### src/design/xcnc_pkg.sv
package xcnc_pkg;

  localparam int unsigned BLOCK_BYTES_DEF = 8;
  localparam int unsigned QUEUE_DEPTH     = 4;
  // block position as carried in a queued request; fits blocks up to 16 bytes
  localparam int unsigned KIDX_W          = 4;

  localparam logic [7:0] SEED_INIT   = 8'd23;
  localparam logic [7:0] KEY_BASE    = 8'd11;
  localparam logic [7:0] NIBBLE_BIAS = 8'd180;

  typedef struct packed {
    logic [7:0] data_byte;
    logic       end_of_message;
  } in_t;

  typedef struct packed {
    logic [7:0] out_byte;
    logic       no_data;
    logic       last_of_run;
  } out_t;

  typedef struct packed {
    logic direction;
  } cfg_t;

  typedef enum logic [1:0] {
    OP_ENC,
    OP_DEC_LO,
    OP_DEC_HI
  } op_kind_e;

  // one classified request from the front to the back
  typedef struct packed {
    op_kind_e          kind;
    logic [7:0]        data;
    logic [KIDX_W-1:0] k;
    logic              last;  // message ends with this request: restart the chain
    logic              done;  // decode: this pair completes the block
  } op_t;

  typedef enum logic {
    FR_TAKE,
    FR_PAD
  } front_state_e;

  typedef enum logic [1:0] {
    BK_IDLE,
    BK_ENC_HI,
    BK_RD,
    BK_EMIT
  } back_state_e;

  function automatic logic [7:0] key_at(input logic [7:0] k);
    return k + KEY_BASE;
  endfunction

endpackage

### src/design/xcnc_queue.sv
module xcnc_queue #(
  parameter int unsigned Depth = xcnc_pkg::QUEUE_DEPTH
) (
  input  logic           clk_i,
  input  logic           rst_ni,
  input  logic           push_i,
  input  xcnc_pkg::op_t  op_i,
  output logic           full_o,
  input  logic           pop_i,
  output xcnc_pkg::op_t  op_o,
  output logic           empty_o
);
  import xcnc_pkg::*;

  localparam int unsigned AW = (Depth > 1) ? $clog2(Depth) : 1;
  localparam int unsigned CW = $clog2(Depth + 1);

  op_t           slot_q [Depth];
  logic [AW-1:0] wr_ptr_q, wr_ptr_d;
  logic [AW-1:0] rd_ptr_q, rd_ptr_d;
  logic [CW-1:0] count_q, count_d;

  assign full_o  = (count_q == CW'(Depth));
  assign empty_o = (count_q == '0);
  assign op_o    = slot_q[rd_ptr_q];

  always_comb begin
    wr_ptr_d = wr_ptr_q;
    rd_ptr_d = rd_ptr_q;
    count_d  = count_q;
    if (push_i) begin
      wr_ptr_d = (wr_ptr_q == AW'(Depth - 1)) ? '0 : wr_ptr_q + AW'(1);
    end
    if (pop_i) begin
      rd_ptr_d = (rd_ptr_q == AW'(Depth - 1)) ? '0 : rd_ptr_q + AW'(1);
    end
    if (push_i && !pop_i) begin
      count_d = count_q + CW'(1);
    end else if (pop_i && !push_i) begin
      count_d = count_q - CW'(1);
    end
  end

  always_ff @(posedge clk_i or negedge rst_ni) begin
    if (!rst_ni) begin
      wr_ptr_q <= '0;
      rd_ptr_q <= '0;
      count_q  <= '0;
    end else begin
      wr_ptr_q <= wr_ptr_d;
      rd_ptr_q <= rd_ptr_d;
      count_q  <= count_d;
    end
  end

  always_ff @(posedge clk_i) begin
    if (push_i) begin
      slot_q[wr_ptr_q] <= op_i;
    end
  end

`ifndef SYNTH
  assert property (@(posedge clk_i) disable iff (!rst_ni) push_i |-> (!full_o || pop_i))
    else $error("request pushed into a full queue");
  assert property (@(posedge clk_i) disable iff (!rst_ni) pop_i |-> !empty_o)
    else $error("request popped from an empty queue");
`endif

endmodule

### config.mk
export PLATFORM = sky130hd
export DESIGN_NAME = xcnc_queue
export DESIGN_NICKNAME = d
export VERILOG_FILES = /design/src/design/xcnc_pkg.sv /design/src/design/xcnc_queue.sv
export SDC_FILE = /design/constraint.sdc
export NUM_CORES = 1
export LEC_CHECK = 0
export BUFFER_PORTS_ARGS = -buffer_cell sky130_fd_sc_hd__buf_2
export CAP_MARGIN = 0
export CORE_UTILIZATION = 35
export CTS_CLUSTER_DIAMETER = 50
export DETAILED_ROUTE_END_ITERATION = 16
export SLEW_MARGIN = 20
export SYNTH_ARGS = -nofsm -noshare
export SYNTH_HDL_FRONTEND = slang
export SYNTH_SLANG_ARGS = --single-unit
### constraint.sdc
create_clock -name clk_i -period 1.7 [get_ports clk_i]
set_clock_uncertainty 0.1 [all_clocks]
set_input_delay 0.255 -clock clk_i [delete_from_list [all_inputs] [get_ports clk_i]]
set_output_delay 0.255 -clock clk_i [all_outputs]
set_load 0.005 [all_outputs]
==> results of run 1 <==
## worst reg2reg max path: stages, from the launching register on
cell and delay, ns:
dfrtp_2 0.47, buf_8 0.17, buf_4 0.14, ha_1 0.27, mux2_2 0.26
## layout by cell type (no fill, tap or decap)
master	count
edfxtp_1	64
buf_2	35
mux4_2	16
clkbuf_8	9
buf_4	8
ha_1	6
dfrtp_1	6
inv_1	4
and2_1	4
mux2_2	3
nor2_1	3
clkinv_1	3
buf_12	3
nand2_1	2
o21ai_0	2
xor2_1	2
buf_6	2
diode_2	1
nor3_1	1
nor3b_1	1
xnor2_1	1
fa_1	1
inv_6	1
clkinvlp_4	1
bufinv_16	1
clkinv_2	1
clkbuf_16	1
dlygate4sd3_1	1
buf_8	1
dfrtp_2	1
## flip-flops by register name, indices dropped and copies added, names as in the netlist
signal	count
count_q	3
rd_ptr_q	2
slot_q	64
wr_ptr_q	2
## metal layers
metal  GRT usage (%)  routed length, microns  vias up
li1                -                       -      603
met1           14.97                    2018      672
met2           20.77                    2339       39
met3           5.051                     270        5
met4           5.159                      40        0
met5               0                       0        -
## how the worst min path moves through the flow
stage / startpoint / endpoint / slack, ns / depth (start not counted)
2_1_floorplan: rst_ni / count_q[0] / -0.14 / 0
3_3_place_gp: rst_ni / count_q[1] / -0.008 / 1
3_5_place_dp: rst_ni / count_q[2] / 0.001 / 1
4_1_cts: op_i[2] / slot_q[1][2] / 0.005 / 1
5_1_grt: op_i[11] / slot_q[2][11] / 0.02 / 1
6_report: op_i[5] / slot_q[0][5] / 0.03 / 1
## report_power, final
| group | internal, mW | switching, mW |
|---|---|---|
| logic | 0.982 | 0.725 |
| registers | 2.27 | 0.155 |
| clock network | 0.664 | 0.592 |
| total | 3.91 | 1.47 |
## layout make-up
| type | instances | area (sq um) | share of cell area (%) |
|---|---|---|---|
| sequential | 71 | 2098 | 62.09 |
| tap | 102 | 127.6 | 3.776 |
| clock inverter | 7 | 62.56 | 1.851 |
| timing repair buffer | 51 | 367.9 | 10.88 |
| clock buffer | 9 | 123.9 | 3.665 |
| antenna | 1 | 2.502 | 0.07405 |
| multi-input combinational | 42 | 581.8 | 17.22 |
| inverter | 4 | 15.01 | 0.4443 |
## repair_timing
action / CTS / global route
pin swaps: 0 / 0
hold endpoints to repair: 7 / 0
setup endpoints to repair: 16 / 16
hold buffers: 1 / 0
gates cloned: 0 / 1
resized for setup: 7 / 6
setup buffers: 1 / 0
## logic make-up (layout without fill, tap and decap cells)
family | Yosys count | after routing | synth area share (%)
mux | 19 | 19 | 15.34
other cells | 0 | 1 | 0
simple gates | 11 | 11 | 2.036
buf+inv | 8 | 71 | 2.036
compound gates | 2 | 2 | 0.3620
xor+xnor | 3 | 3 | 0.9504
fa+ha+maj | 7 | 7 | 3.439
flops | 71 | 71 | 75.84
==> results.cfg, run 1 <==
[logic_synthesis]
async_flop_share_pct = 9.859
synth_commonest_cells = 64 x edfxtp_1, 8 x mux4_1, 8 x mux4_2
synth_cell_types = 19
synth_edf_count = 64
synth_top_area_cell = edfxtp_1
yosysMostFrequentCell = edfxtp_1
synthFlopType = edfxtp_1
synth_nets = 148
yosysSeqAreaShare_pct = 75.84
syn_inst = 121
synth.area.top_cells = edfxtp_1 70%, mux4_1 7.6%, mux4_2 6.5%, dfrtp_1 6.3%, ha_1 2.7%
synth_warnings = 0
netlist_area_sq_um = 2765
ys_ff_latch = 71
synth_top_cell_area_share_pct = 69.50
synth.avg_cell_area_sq_um = 22.85

[timing]
setup_viol = 16
tightest_slew_ns = 0.2112
holdWs_ns = 0.02850
period_needed_ns = 1.980
grt_setup_unrepaired = true
final.setup.tns_ns = -4.043
hold_violations = 0
drv_slew = 0
min_period_over_period_pct = 116.5
fmax_ghz = 0.5050
setup_ws_ns = -0.2801
relSlewSlack_pct = 85.77

[setup_path]
slowest_stage = mux4_2
cp_num_cells = 3
worstPathArrival_ns = 1.63
worstPathRequired_ns = 1.34
slowest_delay_ns = 0.50
cp-startpoint = rd_ptr_q[0]
worst-path-buf-inv = 2
startpoint_type = flop
path_max_fanout = 5
r2r-start = rd_ptr_q[0]
crit_family = multiplexers
endpoint = op_o[2]
worstRegToRegCells = 4
worst_setup_path_end_kind = primary output
criticalPathCategory = reg -> out
reg2reg_slack_ns = 0.18
r2r_end = rd_ptr_q[1]
path_cells = clkbuf_16, mux4_2, buf_2

[clock_network]
cts_inserted_buffers = 9
clk_pin_slew_ns = 0.07
h-tree-depth = 3
clk_latency_ns = 0.34
clock_path_buffers = 2
cts_sinks = 71
cts_root_buf = clkbuf_8
cts_tree = built

[power_and_ir_drop]
peakVddDrop_mv = 0.7234
p_per_area_nw_per_um2 = 1593
power_mw = 5.384
p_leak_nw = 1.226

[floorplanning]
dieArea_sq_um = 8260
core_area_sq_um = 7687
die_y_microns = 90.89
rows = 32
io_pins = 38
fp.dieW_microns = 90.89
start_util_pct = 35.97

[route]
wl_microns = 4667
dr.pass1.iters = 4
remaining_drc_errors = 0
postRouteAntennaNets = 0
vias = 1319
drtIter0Drc = 65
wl_per_cell_microns = 16.26
vias_per_cell = 4.596

[grt]
grt_antenna_before_repair = 0
grt_usage_pct = 12.70
grt_max_degree = 17
grt_overflow = 0
grt_pass1_vias = 1413
grt_pass1_wl_microns = 7500

[placed_design]
pre_cts_slack_ns = 0.02021
gp_congestion = 0.6697
placed_cells = 267
port_buffers = 37
placed_cell_area_sq_um = 3157
dp.final_hpwl_microns = 3099

[run]
cap_violations = 0

[cells_and_area]
fin_util_pct = 43.96
fillers = 694
final_nets = 206
fin_area_sq_um = 3379
final_cells = 287
syn_to_final_growth_pct = 22.22
drive_gt1_share_pct = 45.11

[outcome]
violations = negative setup slack
status = finished with violations

[hold_path]
hp-class = in -> reg
Note: power is estimated with default switching activity, not from simulation.
==> run 2, diff against run 1 <==
--- a/config.mk
+++ b/config.mk
@@ -5,8 +5,10 @@
 export SDC_FILE = /design/constraint.sdc
 export NUM_CORES = 1
 export LEC_CHECK = 0
+export ABC_AREA = 1
 export BUFFER_PORTS_ARGS = -buffer_cell sky130_fd_sc_hd__buf_2
 export CAP_MARGIN = 0
+export CORE_ASPECT_RATIO = 1.1
 export CORE_UTILIZATION = 35
 export CTS_CLUSTER_DIAMETER = 50
 export DETAILED_ROUTE_END_ITERATION = 16
==> results.cfg, run 2 <==
[outcome]
status = finished with violations
violations = negative setup slack

[power_and_ir_drop]
p_leak_nw = 1.556
p_per_area_nw_per_um2 = 1532
peakVddDrop_mv = 0.5959

[hold_path]
hp-class = in -> reg

[logic_synthesis]
synth.avg_cell_area_sq_um = 12.50
synth_nets = 266
syn_inst = 239
synth_cell_types = 18
synth.area.top_cells = edfxtp_1 64%, nand2_1 8.0%, o211ai_1 8.0%, dfrtp_1 5.9%, inv_1 5.4%
async_flop_share_pct = 9.859
synth_top_cell_area_share_pct = 64.32
yosysSeqAreaShare_pct = 70.18
synth_warnings = 0
ys_ff_latch = 71
netlist_area_sq_um = 2988
synth_edf_count = 64
synth_commonest_cells = 64 x edfxtp_1, 64 x nand2_1, 43 x inv_1
synthFlopType = edfxtp_1
synth_top_area_cell = edfxtp_1

[floorplanning]
core_area_sq_um = 8083
rows = 34
die_y_microns = 98.91
io_pins = 38
fp.dieW_microns = 90.10
start_util_pct = 36.97
dieArea_sq_um = 8911

[cells_and_area]
n_antenna_cell = 0
largest_register_ffs = 64
layout_common_cells = 64 x edfxtp_1, 58 x nand2_1, 43 x inv_1
syn_to_final_growth_pct = 21.23
top_regs = slot_q: 64 flops, count_q: 3 flops
drive_gt1_share_pct = 25.33
final_nets = 322
mostFrequentLayoutCell = edfxtp_1
fillers = 793
regMostFlops = slot_q
fin_util_pct = 44.81

[grt]
grt_usage_pct = 13.22
grt_pass1_wl_microns = 8797
grt_antenna_before_repair = 0
grt_pass1_vias = 1827
grt_max_degree = 21
grt_overflow = 0

[placed_design]
gp_congestion = 0.7233
dp.final_hpwl_microns = 3557
port_buffers = 37

[clock_network]
clk_pin_slew_ns = 0.07
cts_root_buf = clkbuf_8
clock_path_buffers = 2
cts_sinks = 71
cts_tree = built
clk_latency_ns = 0.34
cts_inserted_buffers = 9
h-tree-depth = 3

[timing]
relSlewSlack_pct = 86.88
hold_violations = 0
setup_viol = 16
fmax_ghz = 0.5677
setup_ws_ns = -0.06156
grt_setup_unrepaired = true
tightest_slew_ns = 0.1968
final.setup.tns_ns = -0.6204
drv_slew = 0
min_period_over_period_pct = 103.6
period_needed_ns = 1.762

[route]
wl_per_cell_microns = 12.92
vias = 1787
remaining_drc_errors = 0
postRouteAntennaNets = 0
vias_per_cell = 4.380
drtIter0Drc = 102
dr.pass1.iters = 4
wl_microns = 5270

[setup_path]
worst_setup_path_end_kind = primary output
startpoint_type = flop
worstPathRequired_ns = 1.34
worstPathArrival_ns = 1.41
path_max_fanout = 20
criticalPathCategory = reg -> out

[run]
cap_violations = 0
[run 2: cell types whose count changed after synthesis, sizes merged, moves of 3 or more]
cell / previous run / this run
buf: 4 / 10
and2: 4 / 0
mux2: 3 / 0
o211ai: 0 / 32
nand2: 2 / 64
inv: 4 / 45
mux4: 16 / 0
[run 2: cells by family after synthesis]
| family | share of synthesized area, % |
|---|---|
| compound gates | 8.710 |
| xor+xnor | 0.2932 |
| fa+ha+maj | 3.183 |
| buf+inv | 8.752 |
| flops | 70.18 |
| simple gates | 8.878 |
[run 2: power breakdown]
group	switching (mW)	internal [mW]	leakage (nW)
Combinational	1.04	0.810	0.786
Sequential	0.137	2.26	0.673
Clock	0.625	0.679	0.0972
[run 2: through the flow]
stage | area [sq um] | total power, mW | setup WS [ns] | hold WS (ns) | std cells
after global placement | 3363 | 4.195 | 0.1268 | 0.002785 | 387
after global routing | 3622 | 5.955 | -0.1878 | 0.007042 | 408
after CTS | 3610 | 5.625 | -0.08122 | 0.009235 | 408
after detailed placement | 3363 | 4.244 | 0.08039 | 0.005903 | 387
final | 3622 | 5.551 | -0.06156 | 0.03137 | 408
after floorplan | 2988 | 3.543 | 0.2523 | -0.1406 | 239
[run 2: per-layer routing]
layer,routed length (microns),vias to the layer above,global-route usage (%)
li1,-,923,-
met5,0,-,0
met2,2615,27,21.43
met3,126,6,4.012
met4,100,0,7.568
met1,2428,831,15.67
[run 2: critical path: stages, from the launching register on]
cell and delay, ns:
dfrtp_1 0.41, inv_4 0.14, buf_12 0.17, nand2_2 0.05, o211ai_1 0.09, nand2_1 0.08
buf_2 0.13
[run 2: layout make-up]
type | count | area (sq um) | share of cell area [%]
clock buffer | 9 | 123.9 | 3.420
multi-input combinational | 113 | 644.4 | 17.79
sequential | 71 | 2097 | 57.89
inverter | 45 | 173.9 | 4.801
timing repair buffer | 55 | 375.4 | 10.36
tap | 108 | 135.1 | 3.731
clock inverter | 7 | 72.57 | 2.003
[run 2: path summary, 6_finish.rpt]
| check | from | end | slack [ns] | cells after the start |
|---|---|---|---|---|
| setup / recovery | rd_ptr_q[0] | op_o[9] | -0.06 | 6 |
| hold / removal | op_i[14] | slot_q[1][14] | 0.03 | 1 |
| setup reg to reg | wr_ptr_q[0] | slot_q[0][12] | 0.29 | 5 |
| hold reg to reg | count_q[2] | count_q[2] | 0.42 | 2 |
| max in group asynchronous | rst_ni | count_q[2] | 1.16 | 2 |
| min in group asynchronous | rst_ni | rd_ptr_q[1] | 0.18 | 2 |
[run 2: what timing repair did]
| item | 4_1_cts | 5_1_grt |
|---|---|---|
| hold buffers | 2 | 0 |
| setup endpoints to repair | 16 | 16 |
| buffers inserted | 3 | 0 |
| hold endpoints to repair | 11 | 0 |
| gates resized for setup | 3 | 5 |
==> run 3, diff against run 2 <==
--- a/config.mk
+++ b/config.mk
@@ -9,10 +9,12 @@
 export BUFFER_PORTS_ARGS = -buffer_cell sky130_fd_sc_hd__buf_2
 export CAP_MARGIN = 0
 export CORE_ASPECT_RATIO = 1.1
-export CORE_UTILIZATION = 35
+export CORE_UTILIZATION = 57
 export CTS_CLUSTER_DIAMETER = 50
 export DETAILED_ROUTE_END_ITERATION = 16
+export PLACE_DENSITY = 0.79
 export SLEW_MARGIN = 20
 export SYNTH_ARGS = -nofsm -noshare
 export SYNTH_HDL_FRONTEND = slang
 export SYNTH_SLANG_ARGS = --single-unit
+export TNS_END_PERCENT = 10
==> results.cfg, run 3 (synthesis results as in run 2) <==
[floorplanning]
io_pins = 38
dieArea_sq_um = 5536
fp.dieW_microns = 71.03
core_area_sq_um = 5034
start_util_pct = 59.36
rows = 27
die_y_microns = 77.94

[cells_and_area]
regMostFlops = slot_q
largest_register_ffs = 64
final_nets = 318
top_regs = slot_q: 64 flops, count_q: 3 flops
drive_gt1_share_pct = 22.97
n_antenna_cell = 0
syn_to_final_growth_pct = 18.01
fin_util_pct = 70.05
layout_common_cells = 64 x nand2_1, 64 x edfxtp_1, 43 x inv_1

[grt]
grt_max_degree = 32
grt_antenna_before_repair = 0
grt_overflow = 0
grt_usage_pct = 21.42
grt_pass1_vias = 1877
grt_pass1_wl_microns = 8556

[timing]
final.setup.tns_ns = -1.118
period_needed_ns = 1.810
min_period_over_period_pct = 106.5
relSlewSlack_pct = 77.30
hold_violations = 0
grt_setup_unrepaired = true
fmax_ghz = 0.5525
setup_viol = 16
setup_ws_ns = -0.1100
tightest_slew_ns = 0.3400
drv_slew = 0

[clock_network]
cts_sinks = 71
clk_latency_ns = 0.34
clk_pin_slew_ns = 0.08
h-tree-depth = 3
cts_root_buf = clkbuf_8
clock_path_buffers = 2
cts_inserted_buffers = 9
cts_tree = built

[setup_path]
cp_num_cells = 6
criticalPathCategory = reg -> out
worstRegToRegCells = 5
crit_family = buffers and inverters
worstPathArrival_ns = 1.45
endpoint = op_o[13]
r2r-start = wr_ptr_q[0]
path_cells = inv_4, buf_12, nand2_1, o211ai_1, nand2_1, buf_2
reg2reg_slack_ns = 0.21
cp-startpoint = rd_ptr_q[0]
slowest_delay_ns = 0.42
startpoint_type = flop
worstPathRequired_ns = 1.34
slowest_stage = dfrtp_1
worst_setup_path_end_kind = primary output
path_max_fanout = 16
worst-path-buf-inv = 3
r2r_end = slot_q[0][14]
cp_common_cell = nand2_1

[route]
remaining_drc_errors = 0
vias_per_cell = 5.184
postRouteAntennaNets = 0
dr.pass1.iters = 6
drtIter0Drc = 161
wl_microns = 5282
wl_per_cell_microns = 14.92
vias = 1835

[hold_path]
hp-class = in -> reg

[outcome]
violations = negative setup slack
status = finished with violations

[run]
cap_violations = 0

[power_and_ir_drop]
p_per_area_nw_per_um2 = 1568
peakVddDrop_mv = 1.001
p_leak_nw = 1.551

[placed_design]
gp_congestion = 0.7468
port_buffers = 37
dp.final_hpwl_microns = 3256
==> run 3: cell types whose count changed in the layout (fill, tap and decap cells not counted), moves of 4 or more <==
cell and change:
nand2_2 -6, nand2_1 +6, buf_4 -4, clkinv_2 +4
==> run 3: final cells by class <==
class | instances | area (sq um)
Fill cell | 341 | 1508
Sequential cell | 71 | 2097
Timing Repair Buffer | 51 | 367.9
Inverter | 45 | 171.4
Clock inverter | 7 | 63.81
Multi-Input combinational cell | 113 | 629.4
Clock buffer | 9 | 123.9
Tap cell | 58 | 72.57
==> run 3: layer usage <==
layer	routed length, microns	vias up	GRT usage (%)
met5	0	-	0
met4	51	0	12.20
met3	253	6	5.584
met2	2834	57	35.77
met1	2142	855	25.07
li1	-	917	-
==> run 3: worst register-to-register path, stage by stage, from the launching register on <==
cell     delay (ns)
dfrtp_1        0.41
inv_1          0.11
ha_1           0.15
nand2_1        0.05
inv_1          0.18
buf_4          0.21
==> run 3: metrics by stage <==
stage / hold slack, ns / cells / area, sq um / power (mW) / setup WS [ns]
after global routing: 0.01027 / 354 / 3526 / 5.874 / -0.1908
after detailed placement: 0.0008100 / 334 / 3266 / 4.138 / 0.1306
after floorplan: -0.1406 / 239 / 2988 / 3.543 / 0.2523
after CTS: 0.01094 / 353 / 3501 / 5.507 / -0.1242
final: 0.02036 / 354 / 3526 / 5.527 / -0.1100
after global placement: -0.003200 / 334 / 3266 / 4.072 / 0.1924
==> run 3: worst min path at each step <==
stage / end / from / cells after the start / slack, ns
final: slot_q[2][13] / op_i[13] / 1 / 0.02
after global routing: slot_q[0][13] / op_i[13] / 1 / 0.01
after CTS: slot_q[0][13] / op_i[13] / 1 / 0.01
after detailed placement: count_q[0] / rst_ni / 1 / 0.0008
after global placement: count_q[0] / rst_ni / 1 / -0.003
after floorplan: count_q[0] / rst_ni / 0 / -0.14
==> run 3: power breakdown <==
| part | switching (mW) | total, mW | internal [mW] | leakage [nW] |
|---|---|---|---|---|
| Sequential | 0.135 | 2.39 | 2.26 | 0.673 |
| Clock | 0.605 | 1.27 | 0.666 | 0.103 |
| Combinational | 1.06 | 1.86 | 0.806 | 0.776 |
==> run 3: timing repair <==
item	CTS	global route
endpoints found under the hold margin	7	0
setup endpoints to repair	16	16
buffers inserted	1	0
pin swaps	2	0
gates resized for setup	2	0
hold buffers	1	0
cloned	1	1
