$ cat src/design/xcnc_pkg.sv
package xcnc_pkg;

  localparam int unsigned BLOCK_BYTES_DEF = 8;
  localparam int unsigned QUEUE_DEPTH     = 4;
  // block position as carried in a queued request; fits blocks up to 16 bytes
  localparam int unsigned KIDX_W          = 4;

  localparam logic [7:0] SEED_INIT   = 8'd23;
  localparam logic [7:0] KEY_BASE    = 8'd11;
  localparam logic [7:0] NIBBLE_BIAS = 8'd180;

  typedef struct packed {
    logic [7:0] data_byte;
    logic       end_of_message;
  } in_t;

  typedef struct packed {
    logic [7:0] out_byte;
    logic       no_data;
    logic       last_of_run;
  } out_t;

  typedef struct packed {
    logic direction;
  } cfg_t;

  typedef enum logic [1:0] {
    OP_ENC,
    OP_DEC_LO,
    OP_DEC_HI
  } op_kind_e;

  // one classified request from the front to the back
  typedef struct packed {
    op_kind_e          kind;
    logic [7:0]        data;
    logic [KIDX_W-1:0] k;
    logic              last;  // message ends with this request: restart the chain
    logic              done;  // decode: this pair completes the block
  } op_t;

  typedef enum logic {
    FR_TAKE,
    FR_PAD
  } front_state_e;

  typedef enum logic [1:0] {
    BK_IDLE,
    BK_ENC_HI,
    BK_RD,
    BK_EMIT
  } back_state_e;

  function automatic logic [7:0] key_at(input logic [7:0] k);
    return k + KEY_BASE;
  endfunction

endpackage

$ cat src/design/xcnc_stream_if.sv
interface xcnc_stream_if #(
  parameter type payload_t = logic
);
  logic     valid;
  logic     ready;
  payload_t payload;

  modport source (output valid, output payload, input ready);
  modport sink   (input valid, input payload, output ready);
endinterface

$ cat src/design/xcnc_back.sv
module xcnc_back #(
  parameter int unsigned BLOCK_BYTES = xcnc_pkg::BLOCK_BYTES_DEF
) (
  input  logic           clk_i,
  input  logic           rst_ni,
  input  logic           restart_i,
  input  xcnc_pkg::op_t  op_i,
  input  logic           empty_i,
  output logic           pop_o,
  xcnc_stream_if.source  out_ch
);
  import xcnc_pkg::*;

  localparam int unsigned KW = (BLOCK_BYTES > 1) ? $clog2(BLOCK_BYTES) : 1;
  localparam logic [KW-1:0] K_LAST = KW'(BLOCK_BYTES - 1);

  back_state_e   state_q, state_d;
  logic [7:0]    seed_q [BLOCK_BYTES];
  logic [7:0]    plain_mem [BLOCK_BYTES];
  logic [7:0]    rd_q;
  logic [7:0]    e_q;
  logic [7:0]    hold_q;
  logic          last_q;
  logic [KW-1:0] idx_q;
  logic          out_valid_q;
  out_t          out_data_q;

  logic [KW-1:0] hk;
  logic [7:0]    key;
  logic [7:0]    v;
  logic [7:0]    enc_e;
  logic [7:0]    dec_e;
  logic [7:0]    plain_val;
  logic          out_free;

  logic          load;
  out_t          load_data;
  logic          seed_we;
  logic [7:0]    seed_wdata;
  logic          plain_we;
  logic          chain_restart;
  logic          hold_we;
  logic          e_we;
  logic          last_we;
  logic          idx_clr;
  logic          idx_inc;

  assign hk        = KW'(op_i.k);
  assign key       = key_at(8'(op_i.k));
  assign v         = op_i.data - NIBBLE_BIAS;
  assign enc_e     = op_i.data ^ seed_q[hk] ^ key;
  assign dec_e     = hold_q | {v[3:0], 4'b0000};
  assign plain_val = dec_e ^ key ^ seed_q[hk];
  assign out_free  = !out_valid_q || out_ch.ready;

  assign out_ch.valid   = out_valid_q;
  assign out_ch.payload = out_data_q;

  // control outputs
  always_comb begin
    pop_o         = 1'b0;
    load          = 1'b0;
    load_data     = '0;
    seed_we       = 1'b0;
    seed_wdata    = enc_e;
    plain_we      = 1'b0;
    chain_restart = 1'b0;
    hold_we       = 1'b0;
    e_we          = 1'b0;
    last_we       = 1'b0;
    idx_clr       = 1'b0;
    idx_inc       = 1'b0;
    unique case (state_q)
      BK_IDLE: begin
        if (!empty_i) begin
          unique case (op_i.kind)
            OP_ENC: begin
              if (out_free) begin
                pop_o                = 1'b1;
                load                 = 1'b1;
                load_data.out_byte   = {4'b0000, enc_e[3:0]} + NIBBLE_BIAS;
                seed_we              = 1'b1;
                chain_restart        = op_i.last;
                e_we                 = 1'b1;
                last_we              = 1'b1;
              end
            end
            OP_DEC_LO: begin
              if (!op_i.last || out_free) begin
                pop_o   = 1'b1;
                hold_we = 1'b1;
                if (op_i.last) begin
                  // partial block at end of message: drop it, flag empty result
                  load                  = 1'b1;
                  load_data.no_data     = 1'b1;
                  load_data.last_of_run = 1'b1;
                  chain_restart         = 1'b1;
                end
              end
            end
            OP_DEC_HI: begin
              if (op_i.done || !op_i.last || out_free) begin
                pop_o         = 1'b1;
                seed_we       = 1'b1;
                seed_wdata    = dec_e;
                plain_we      = 1'b1;
                chain_restart = op_i.last;
                if (op_i.done) begin
                  last_we = 1'b1;
                  idx_clr = 1'b1;
                end else if (op_i.last) begin
                  load                  = 1'b1;
                  load_data.no_data     = 1'b1;
                  load_data.last_of_run = 1'b1;
                end
              end
            end
            default: ;
          endcase
        end
      end
      BK_ENC_HI: begin
        if (out_free) begin
          load                  = 1'b1;
          load_data.out_byte    = {4'b0000, e_q[7:4]} + NIBBLE_BIAS;
          load_data.last_of_run = last_q;
        end
      end
      BK_RD: ;
      BK_EMIT: begin
        if (out_free) begin
          load                  = 1'b1;
          load_data.out_byte    = rd_q;
          load_data.last_of_run = last_q && (idx_q == K_LAST);
          idx_inc               = (idx_q != K_LAST);
        end
      end
      default: ;
    endcase
  end

  // next state
  always_comb begin
    state_d = state_q;
    unique case (state_q)
      BK_IDLE: begin
        if (pop_o && op_i.kind == OP_ENC) begin
          state_d = BK_ENC_HI;
        end else if (pop_o && op_i.kind == OP_DEC_HI && op_i.done) begin
          state_d = BK_RD;
        end
      end
      BK_ENC_HI: if (out_free) state_d = BK_IDLE;
      BK_RD:     state_d = BK_EMIT;
      BK_EMIT: begin
        if (out_free) begin
          state_d = (idx_q == K_LAST) ? BK_IDLE : BK_RD;
        end
      end
      default: state_d = BK_IDLE;
    endcase
  end

  always_ff @(posedge clk_i or negedge rst_ni) begin
    if (!rst_ni) begin
      state_q     <= BK_IDLE;
      out_valid_q <= 1'b0;
    end else begin
      state_q     <= state_d;
      out_valid_q <= load || (out_valid_q && !out_ch.ready);
    end
  end

  always_ff @(posedge clk_i or negedge rst_ni) begin
    if (!rst_ni) begin
      for (int i = 0; i < BLOCK_BYTES; i++) begin
        seed_q[i] <= SEED_INIT;
      end
    end else if (restart_i || chain_restart) begin
      for (int i = 0; i < BLOCK_BYTES; i++) begin
        seed_q[i] <= SEED_INIT;
      end
    end else if (seed_we) begin
      seed_q[hk] <= seed_wdata;
    end
  end

  always_ff @(posedge clk_i) begin
    if (load) begin
      out_data_q <= load_data;
    end
    if (e_we) begin
      e_q <= enc_e;
    end
    if (hold_we) begin
      hold_q <= v;
    end
    if (last_we) begin
      last_q <= op_i.last;
    end
    if (idx_clr) begin
      idx_q <= '0;
    end else if (idx_inc) begin
      idx_q <= idx_q + KW'(1);
    end
  end

  // decoded block store
  always_ff @(posedge clk_i) begin
    if (plain_we) begin
      plain_mem[hk] <= plain_val;
    end
  end

  always_ff @(posedge clk_i) begin
    rd_q <= plain_mem[idx_q];
  end

`ifndef SYNTH
  assert property (@(posedge clk_i) disable iff (!rst_ni) (state_q == BK_ENC_HI) |-> out_valid_q)
    else $error("high nibble pending without a low nibble in the output register");
  assert property (@(posedge clk_i) disable iff (!rst_ni)
                   (out_valid_q && out_data_q.no_data) |-> out_data_q.last_of_run)
    else $error("empty result not marked as last of run");
  assert property (@(posedge clk_i) disable iff (!rst_ni)
                   (state_q == BK_RD || state_q == BK_EMIT) |-> !pop_o)
    else $error("request popped during a block burst");
`endif

endmodule

$ cat src/flat_wrapper.sv
// flat-port wrapper written by rule: the top's interface ports become plain ports
module xcnc_back_flat import xcnc_pkg::*;
#(
  parameter int unsigned BLOCK_BYTES = xcnc_pkg::BLOCK_BYTES_DEF
)
  (clk_i, rst_ni, restart_i, op_i, empty_i, pop_o, out_ch_valid, out_ch_payload, out_ch_ready);
  xcnc_stream_if out_ch_i ();
  input  logic clk_i;
  input  logic rst_ni;
  input  logic restart_i;
  input  xcnc_pkg::op_t op_i;
  input  logic empty_i;
  output logic pop_o;
  output wire logic [$bits(out_ch_i.valid)-1:0] out_ch_valid;
  output wire logic [$bits(out_ch_i.payload)-1:0] out_ch_payload;
  input wire logic [$bits(out_ch_i.ready)-1:0] out_ch_ready;
  assign out_ch_valid = out_ch_i.valid;
  assign out_ch_payload = out_ch_i.payload;
  assign out_ch_i.ready = out_ch_ready;
  xcnc_back #(.BLOCK_BYTES(BLOCK_BYTES)) u_core (.clk_i(clk_i), .rst_ni(rst_ni), .restart_i(restart_i), .op_i(op_i), .empty_i(empty_i), .pop_o(pop_o), .out_ch(out_ch_i));
endmodule
$ cat config.mk
export PLATFORM = sky130hd
export DESIGN_NAME = xcnc_back_flat
export DESIGN_NICKNAME = d
export VERILOG_FILES = /design/src/design/xcnc_pkg.sv /design/src/design/xcnc_stream_if.sv /design/src/design/xcnc_back.sv /design/src/flat_wrapper.sv
export SDC_FILE = /design/constraint.sdc
export NUM_CORES = 1
export LEC_CHECK = 0
export ABC_AREA = 1
export BUFFER_PORTS_ARGS = -buffer_cell sky130_fd_sc_hd__buf_2
export CORE_AREA = 2 2 39 41
export DETAILED_ROUTE_END_ITERATION = 10
export DIE_AREA = 0 0 41 43
export GPL_TIMING_DRIVEN = 0
export PLACE_DENSITY = 0.75
export SKIP_CTS_REPAIR_TIMING = 1
export SYNTH_ARGS = -nofsm -noshare
export SYNTH_HDL_FRONTEND = slang
export SYNTH_SLANG_ARGS = --single-unit
export TNS_END_PERCENT = 1
$ cat constraint.sdc
create_clock -name clk_i -period 3.57 [get_ports clk_i]
set_clock_uncertainty 0.1 [all_clocks]
set_input_delay 0.1785 -clock clk_i [delete_from_list [all_inputs] [get_ports clk_i]]
set_output_delay 0.1785 -clock clk_i [all_outputs]
set_load 0.05 [all_outputs]
==> results.py, run 1 <==
metrics = {
    "final_layout": {
        "post-route-cell-area_sq_um": 662,
        "multiInputGateArea_sq_um": 300,
        "syn_to_final_growth_pct": 19.1,
        "fill_cells": 134,
        "drive_above_1_share_pct": 23.0,
        "final_util_pct": 47.8,
        "diodes": 0,
        "seqCellArea_sq_um": 195,
        "nNetsFinal": 115,
    },
    "worst_setup_path": {
        "worstPathArrival_ns": 1.52,
        "worst-setup-path-type": "register to primary output",
        "path_cells": "nor2_4 > nand3_2 > nor2_2 > and2_2 > buf_2",
        "cp_num_buf_inv": 1,
        "crit_path_end_kind": "primary output",
        "max_stage_delay_ns": 0.44,
        "worstPathRequired_ns": 3.29,
        "crit_family": "simple AND/OR/NAND/NOR gates",
        "start_kind": "register",
        "slowest_stage": "dfrtp_1",
        "cp_max_fo": 4,
    },
    "route": {
        "first_iter_violations": 4,
        "ant_nets": 0,
        "vias_per_cell": 5.04,
        "drc": 0,
        "drt_wl_total_mm": 1.06,
        "post_drt_wl_per_cell_microns": 10.3,
        "dr.pass1.iters": 4,
        "vias": 519,
    },
    "pwr": {
        "p_per_area_nw_per_um2": 707,
        "p_switching_uw": 212,
        "power_uw": 468,
        "p_sw_share_pct": 45.3,
        "p_leak_uw": 0.000359,
        "peakVddDrop_uv": 178,
        "clock_power_share_pct": 16.8,
        "pwr-share-seq_pct": 36.5,
        "power.internal_uw": 256,
        "p_comb_share_pct": 46.8,
    },
    "floorplan": {
        "num_rows": 14,
        "io_pins": 24,
        "core_sq_um": 1380,
        "die_h_microns": 43,
        "die_w_microns": 41,
        "die_area_sq_um": 1760,
        "initial_core_util_pct": 40.1,
    },
    "logic_synthesis": {
        "ys_async_sr_fraction_pct": 37.5,
        "synth_ff_type": "dfxtp_1",
        "yosysWarnings": 0,
        "yosys.area.top_type": "dfrtp_1",
        "synth.most_common_cell": "inv_1",
        "yosysTopAreaCellShare_pct": 13.5,
        "yosys-top-cells-count": "16 x inv_1, 12 x nand2_1, 6 x ha_1, 6 x nand3_1, 6 x o21ai_0",
        "ys_ff_latch": 8,
        "syn_inst": 72,
        "syn_nets": 99,
        "synth_area_per_cell_sq_um": 7.72,
        "yosysSeqAreaShare_pct": 35.1,
        "synth_edf_count": 2,
        "synth.distinct_cells": 20,
        "netlist_top_cells_area": "dfrtp_1 14%, ha_1 14%, dfxtp_1 11%",
        "syn_area_sq_um": 556,
    },
    "clock_tree": {
        "cts_tree": "done",
        "cts.sinks": 8,
        "clk_latency_ns": 0.27,
        "htreeDepth": 1,
        "cts_root_buf": "clkbuf_4",
        "clockBufferDepth": 2,
        "cts.reportedPaths.clkPinSlew_ns": 0.06,
        "cts-buffers-inserted": 3,
    },
    "sta": {
        "fmax_mhz": 557,
        "slew_headroom_pct": 83.9,
        "setup_viol": 0,
        "min_period_ns": 1.79,
        "finalSetupTns_ns": 0,
        "final-max-slew-violation-count": 0,
        "holdWs_ns": 0.0241,
        "rsz0062_at_grt": "no",
        "tightest_slew_ns": 0.239,
        "fin_crit_sh_pct": 50.3,
        "hold_viol": 0,
    },
    "outcome": {
        "status": "complete, no violations",
    },
    "min_path": {
        "hold_class": "input port to register",
    },
    "global_route": {
        "grt_usage_pct": 15.2,
        "grt_pass1_wl_mm": 1.83,
        "grt_overflow": 0,
        "grt_pass1_vias": 487,
        "antenna_found_initial": 0,
        "grt_max_degree": 8,
    },
    "placement": {
        "dp.final_hpwl_microns": 872,
        "port_buffers": 10,
        "place_area_sq_um": 626,
        "gp_congestion": 0.761,
    },
    "run": {
        "cap_violations": 0,
    },
}
[per-stage QoR]
| stage | worst slack (ns) | std cells |
|---|---|---|
| 5_1_grt | 1.71 | 103 |
| 2_1_floorplan | 1.99 | 72 |
| 6_report | 1.78 | 103 |
| 3_5_place_dp | 2.00 | 98 |
| 3_3_place_gp | 2.04 | 98 |
| 4_1_cts | 1.78 | 102 |
[layout by cell type (no fill, tap or decap)]
cell type / synthesis / layout
nand2_1: 12 / 12
xor2_1: 1 / 1
nor2_2: 1 / 1
a21oi_2: 1 / 1
dfxtp_1: 3 / 3
clkbuf_4: 0 / 3
ha_1: 6 / 6
inv_1: 16 / 16
a21oi_1: 3 / 3
nand3_2: 2 / 2
nand3_1: 6 / 6
o21ai_0: 6 / 6
o21a_1: 1 / 1
nor2_1: 4 / 4
dfrtp_1: 3 / 3
nand4_1: 1 / 1
and2_2: 1 / 1
buf_2: 0 / 10
nand3b_1: 1 / 1
clkbuf_1: 0 / 1
edfxtp_1: 2 / 2
dlygate4sd3_1: 0 / 1
nand2_2: 1 / 1
nor2_4: 1 / 1
[cells by family after synthesis]
| logic type | after synthesis | synth area share [%] |
|---|---|---|
| AOI/OAI and AO/OA | 11 | 11.0 |
| xor gates and xnor gates | 1 | 1.58 |
| adders and majority gates | 6 | 13.5 |
| buffers and inverters | 16 | 10.8 |
| DFF | 8 | 35.1 |
| and+or+nand+nor | 30 | 27.9 |
[flip-flops by register name, indices dropped and copies added (netlist names)]
name                   count
u_core.state_q             2
u_core.out_ch.payload      1
u_core.out_ch.valid        1
u_core.last_q              1
u_core.idx_q               3
[per-layer routing]
layer	up-vias	part of all wire [%]	track usage, %	wire, microns
met5	-	0	0	0
met4	0	2.5	10.0	27
met3	3	4.0	1.57	43
li1	258	-	-	-
met1	238	40	16.5	429
met2	20	53	25.6	563
[worst paths after layout]
| path | from | slack (ns) | depth (start not counted) | end |
|---|---|---|---|---|
| max | u_core.state_q[1] | 1.78 | 5 | pop_o |
| min | op_i[1] | 0.02 | 1 | u_core.last_q |
| max reg2reg | u_core.state_q[1] | 2.13 | 5 | u_core.out_ch.payload |
| min reg2reg | u_core.idx_q[2] | 0.35 | 2 | u_core.idx_q[2] |
| max in group asynchronous | rst_ni | 3.12 | 2 | u_core.state_q[0] |
| min in group asynchronous | rst_ni | 0.13 | 2 | u_core.state_q[1] |
[area by class of cell]
cell class                      count  area share (%)
Multi-Input combinational cell     48            45.4
Sequential cell                     8            29.5
Timing Repair Buffer               11            9.07
Inverter                           16            9.07
Clock buffer                        4            3.97
Tap cell                           16            3.02
[power by group through the flow]
stage	registers, uW	clock network [uW]	logic, uW
2_1_floorplan	200	0	140
3_3_place_gp	169	0	210
3_5_place_dp	173	0	218
4_1_cts	171	78.3	220
5_1_grt	177	83.6	245
6_report	171	78.5	219
No activity file was read; power rests on OpenSTA's default activity.
==> inputs of run 2 (changes only) <==
==> constraint.sdc (replaced) <==
create_clock -name clk_i -period 1.81 [get_ports clk_i]
set_clock_uncertainty 0.1 [all_clocks]
set_input_delay 0.0905 -clock clk_i [delete_from_list [all_inputs] [get_ports clk_i]]
set_output_delay 0.0905 -clock clk_i [all_outputs]
set_load 0.05 [all_outputs]
==> run 2 against run 1 <==
Core utilization up 0.72 points; clock-buffer cell count unchanged; global-route usage unchanged; cell count up 0.97%; first-iteration DRC count unchanged; largest cell class unchanged; largest power group unchanged; highest routed layer unchanged.
==> results.py, run 2 (synthesis results as in run 1) <==
metrics = {
    "worst_setup_path": {
        "worst-setup-path-type": "register to primary output",
        "cp_max_fo": 4,
        "crit_path_end_kind": "primary output",
        "path_cells": "nor2_4 > nand3_2 > nor2_2 > and2_2 > buf_2",
        "worstPathRequired_ns": 1.62,
        "crit_family": "simple AND/OR/NAND/NOR gates",
        "cp_num_buf_inv": 1,
        "max_stage_delay_ns": 0.44,
        "slowest_stage": "dfrtp_1",
        "worstPathArrival_ns": 1.53,
        "start_kind": "register",
        "r2r_slack_ns": 0.37,
    },
    "global_route": {
        "grt_pass1_wl_mm": 1.83,
        "grt_pass1_vias": 487,
        "antenna_found_initial": 0,
        "grt_max_degree": 8,
        "grt_usage_pct": 15.2,
        "grt_overflow": 0,
    },
    "floorplan": {
        "core_sq_um": 1380,
        "die_h_microns": 43,
        "io_pins": 24,
        "num_rows": 14,
        "die_area_sq_um": 1760,
        "die_w_microns": 41,
        "initial_core_util_pct": 40.1,
    },
    "sta": {
        "finalSetupTns_ns": 0,
        "min_period_ns": 1.72,
        "rsz0062_at_grt": "no",
        "final-max-slew-violation-count": 0,
        "fin_crit_sh_pct": 95.2,
        "slew_headroom_pct": 83.9,
        "setup_viol": 0,
        "tightest_slew_ns": 0.239,
        "fmax_mhz": 580,
        "hold_viol": 0,
    },
    "clock_tree": {
        "clk_latency_ns": 0.27,
        "cts_root_buf": "clkbuf_4",
        "cts_tree": "done",
        "cts.sinks": 8,
        "htreeDepth": 1,
        "cts.reportedPaths.clkPinSlew_ns": 0.06,
        "clockBufferDepth": 2,
        "cts-buffers-inserted": 3,
    },
    "final_layout": {
        "largest_registers": "u_core.idx_q x3, u_core.state_q x2",
        "largest_reg_flops": 3,
        "post-route-cell-area_sq_um": 672,
        "diodes": 0,
        "final_common_cell": "inv_1",
        "syn_to_final_growth_pct": 20.9,
        "nNetsFinal": 116,
        "fin_cells": 104,
        "layout_common_cells": "16 x inv_1, 12 x nand2_1, 10 x buf_2",
        "regMostFlops": "u_core.idx_q",
        "drive_above_1_share_pct": 22.7,
        "final_util_pct": 48.6,
    },
    "min_path": {
        "hold_class": "input port to async pin",
    },
    "route": {
        "drt_wl_total_mm": 1.09,
        "post_drt_wl_per_cell_microns": 10.4,
        "vias_per_cell": 5.05,
        "ant_nets": 0,
        "first_iter_violations": 4,
        "drc": 0,
        "dr.pass1.iters": 4,
        "vias": 525,
    },
    "placement": {
        "dp.final_hpwl_microns": 872,
        "place_area_sq_um": 626,
        "port_buffers": 10,
        "dpl.cell_count": 98,
        "gp_congestion": 0.761,
    },
    "pwr": {
        "power_uw": 926,
        "p_leak_uw": 0.000363,
        "p_per_area_nw_per_um2": 1380,
        "peakVddDrop_uv": 352,
    },
    "outcome": {
        "status": "complete, no violations",
    },
    "run": {
        "cap_violations": 0,
    },
}
run 2: worst reg2reg max path, stage by stage (launching register included):
cell     delay [ns]
dfrtp_1        0.44
nor2_4         0.17
nand2_1        0.10
inv_1          0.08
nand3_1        0.11
o21ai_0        0.12
run 2: final timing paths:
check                                   from                    end  depth (start not counted)
max                        u_core.state_q[1]                  pop_o                          5
min in group clk_i              out_ch_ready    u_core.out_ch.valid                          4
min reg2reg                  u_core.idx_q[2]        u_core.idx_q[2]                          2
max reg2reg                u_core.state_q[1]  u_core.out_ch.payload                          5
max in group asynchronous             rst_ni      u_core.state_q[0]                          2
min                                   rst_ni      u_core.state_q[1]                          2
run 2: area by class of cell:
class / count / area (sq um)
multi-input cells: 48 / 300
flip-flops and latches: 8 / 195
inverters: 16 / 60.1
well taps: 16 / 20.0
repair buffers: 12 / 70.1
fillers: 132 / 712
clock buffers: 4 / 26.3
run 2: per-layer routing:
| layer | vias to the layer above | routed length (microns) | global-route usage [%] |
|---|---|---|---|
| li1 | 260 | - | - |
| met5 | - | 0 | 0 |
| met4 | 0 | 27 | 10.0 |
| met1 | 242 | 441 | 16.5 |
| met2 | 20 | 573 | 25.6 |
| met3 | 3 | 43 | 1.57 |
run 2: through the flow:
stage	setup WS (ns)	hold WS, ns
2_1_floorplan	0.315	-0.305
3_3_place_gp	0.417	-0.213
3_5_place_dp	0.327	-0.210
4_1_cts	0.113	-0.495
5_1_grt	0.0302	0.0706
6_report	0.0863	0.0404
run 2: where the power goes:
group	total (uW)	switching [uW]	internal, uW	leakage (uW)
Combinational	435	281	154	0.000267
Clock	155	69.9	84.9	0.0000150
Sequential	337	68.4	268	0.0000807
Total	926	419	507	0.000363
==> inputs of run 3 (changes only) <==
--- a/config.mk
+++ b/config.mk
@@ -7,11 +7,13 @@
 export LEC_CHECK = 0
 export ABC_AREA = 1
 export BUFFER_PORTS_ARGS = -buffer_cell sky130_fd_sc_hd__buf_2
-export CORE_AREA = 2 2 39 41
+export CELL_PAD_IN_SITES_DETAIL_PLACEMENT = 1
+export CELL_PAD_IN_SITES_GLOBAL_PLACEMENT = 2
+export CORE_AREA = 2 2 66 43
 export DETAILED_ROUTE_END_ITERATION = 10
-export DIE_AREA = 0 0 41 43
+export DIE_AREA = 0 0 68 45
 export GPL_TIMING_DRIVEN = 0
-export PLACE_DENSITY = 0.75
+export PLACE_DENSITY = 0.76
 export SKIP_CTS_REPAIR_TIMING = 1
 export SYNTH_ARGS = -nofsm -noshare
 export SYNTH_HDL_FRONTEND = slang
==> run 3 against run 2 <==
Die area increased by 74%; sequential cell count stayed put; critical path depth stayed put; non-clock buffer count unchanged; clock-buffer cell count unchanged; sequential share of layout area fell by 1.6 points; critical path type unchanged.
==> results.py, run 3 (synthesis results as in run 1) <==
metrics = {
    "global_route": {
        "grt_max_degree": 8,
        "grt_overflow": 0,
        "antenna_found_initial": 0,
        "grt_pass1_vias": 492,
        "grt_pass1_wl_mm": 2.24,
        "grt_usage_pct": 10.4,
    },
    "final_layout": {
        "regMostFlops": "u_core.idx_q",
        "largest_registers": "u_core.idx_q x3, u_core.state_q x2",
        "drive_above_1_share_pct": 22.7,
        "syn_to_final_growth_pct": 27.9,
        "final_common_cell": "inv_1",
        "fill_cells": 310,
        "multiInputGateArea_sq_um": 300,
        "nNetsFinal": 116,
        "final_util_pct": 29.4,
        "diodes": 0,
        "largest_reg_flops": 3,
        "seqCellArea_sq_um": 195,
        "layout_common_cells": "16 x inv_1, 12 x nand2_1, 10 x buf_2",
    },
    "pwr": {
        "clock_power_share_pct": 22.5,
        "p_comb_share_pct": 44.1,
        "power.internal_uw": 577,
        "p_sw_share_pct": 42.5,
        "p_per_area_nw_per_um2": 1410,
        "pwr-share-seq_pct": 33.4,
        "p_switching_uw": 426,
        "p_leak_uw": 0.000371,
        "peakVddDrop_uv": 253,
    },
    "sta": {
        "finalSetupTns_ns": 0,
        "tightest_slew_ns": 0.293,
        "slew_headroom_pct": 80.2,
        "setup_viol": 0,
        "min_period_ns": 1.62,
        "fmax_mhz": 616,
        "fin_crit_sh_pct": 89.7,
        "rsz0062_at_grt": "no",
        "hold_viol": 0,
        "setup_slack_ns": 0.187,
        "holdWs_ns": 0.0877,
        "final-max-slew-violation-count": 0,
    },
    "clock_tree": {
        "cts.reportedPaths.clkPinSlew_ns": 0.04,
        "clockBufferDepth": 2,
        "cts_tree": "done",
        "cts_root_buf": "clkbuf_8",
        "cts-buffers-inserted": 3,
        "cts.sinks": 8,
        "htreeDepth": 1,
        "clk_latency_ns": 0.23,
    },
    "worst_setup_path": {
        "startpoint": "u_core.state_q[1]",
        "crit_end": "pop_o",
        "path_depth": 5,
        "r2r_cells": 6,
        "worst-setup-path-type": "register to primary output",
        "cp_max_fo": 4,
        "crit_family": "simple AND/OR/NAND/NOR gates",
        "cp_num_buf_inv": 1,
        "slowest_stage": "dfrtp_1",
        "crit_path_end_kind": "primary output",
        "r2r_slack_ns": 0.33,
        "path_cells": "nor2_4 > nand3_2 > nor2_2 > and2_2 > buf_2",
        "r2r-end": "u_core.out_ch.payload",
        "worstPathRequired_ns": 1.62,
        "r2r_start": "u_core.idx_q[0]",
        "start_kind": "register",
        "worstPathArrival_ns": 1.43,
        "max_stage_delay_ns": 0.43,
    },
    "route": {
        "dr_wl_met3_microns": 48,
        "post_drt_wl_per_cell_microns": 10.7,
        "vias": 495,
        "drc": 0,
        "top_layer_used": "met4",
        "vias_per_cell": 4.13,
        "first_iter_violations": 24,
        "drt_wl_total_mm": 1.29,
        "dr.pass1.iters": 4,
        "wl_met2_microns": 555,
        "m1WireLength_microns": 666,
        "ant_nets": 0,
    },
    "placement": {
        "pre_cts_ws_ns": 0.333,
        "dp.final_hpwl_mm": 1.09,
        "gp_congestion": 0.731,
        "port_buffers": 10,
    },
    "floorplan": {
        "io_pins": 24,
        "num_rows": 14,
        "initial_core_util_pct": 23.0,
        "core_sq_um": 2420,
        "die_w_microns": 68,
        "die_area_sq_um": 3060,
        "die_h_microns": 45,
    },
    "run": {
        "cap_violations": 0,
    },
    "outcome": {
        "status": "complete, no violations",
    },
    "min_path": {
        "hold_class": "input port to async pin",
    },
}
==> run 3: cell type report <==
| cell class | count | area share [%] |
|---|---|---|
| timing repair buffer | 12 | 9.86 |
| inverter | 16 | 8.45 |
| tap | 32 | 5.63 |
| multi-input combinational | 48 | 42.3 |
| clock buffer | 4 | 6.34 |
| sequential | 8 | 27.5 |
==> run 3: stage by stage <==
step	instance area, sq um	instances	power [uW]
floorplan	556	72	670
global placement	646	114	758
detailed placement	646	114	779
CTS	691	118	1020
global route	711	120	1110
finish	711	120	1000
==> run 3: worst min-delay path by stage <==
stage | to | slack (ns) | depth (start not counted)
floorplan | u_core.out_ch.valid | -0.31 | 0
global placement | u_core.out_ch.valid | -0.20 | 1
detailed placement | u_core.out_ch.valid | -0.20 | 1
CTS | u_core.out_ch.valid | -0.45 | 1
global route | u_core.out_ch.valid | 0.12 | 2
finish | u_core.out_ch.valid | 0.09 | 2
==> run 3: worst reg2reg max path, stage by stage (launching register included) <==
cell	delay, ns
dfxtp_1	0.35
ha_1	0.18
ha_1	0.15
inv_1	0.04
o21ai_0	0.26
nand4_1	0.12
o21ai_0	0.11
==> run 3: per-layer routing <==
layer	GRT usage [%]	vias up
met5	0	-
met3	3.74	2
met4	3.60	0
li1	-	259
met2	15.7	10
met1	13.7	224
==> run 3: power groups by stage <==
stage                     Combinational [uW]  Sequential, uW  Clock, uW
after global routing                     516             350        241
after detailed placement                 441             339          0
after floorplan                          276             394          0
after CTS                                451             338        232
final                                    442             336        226
after global placement                   425             333          0
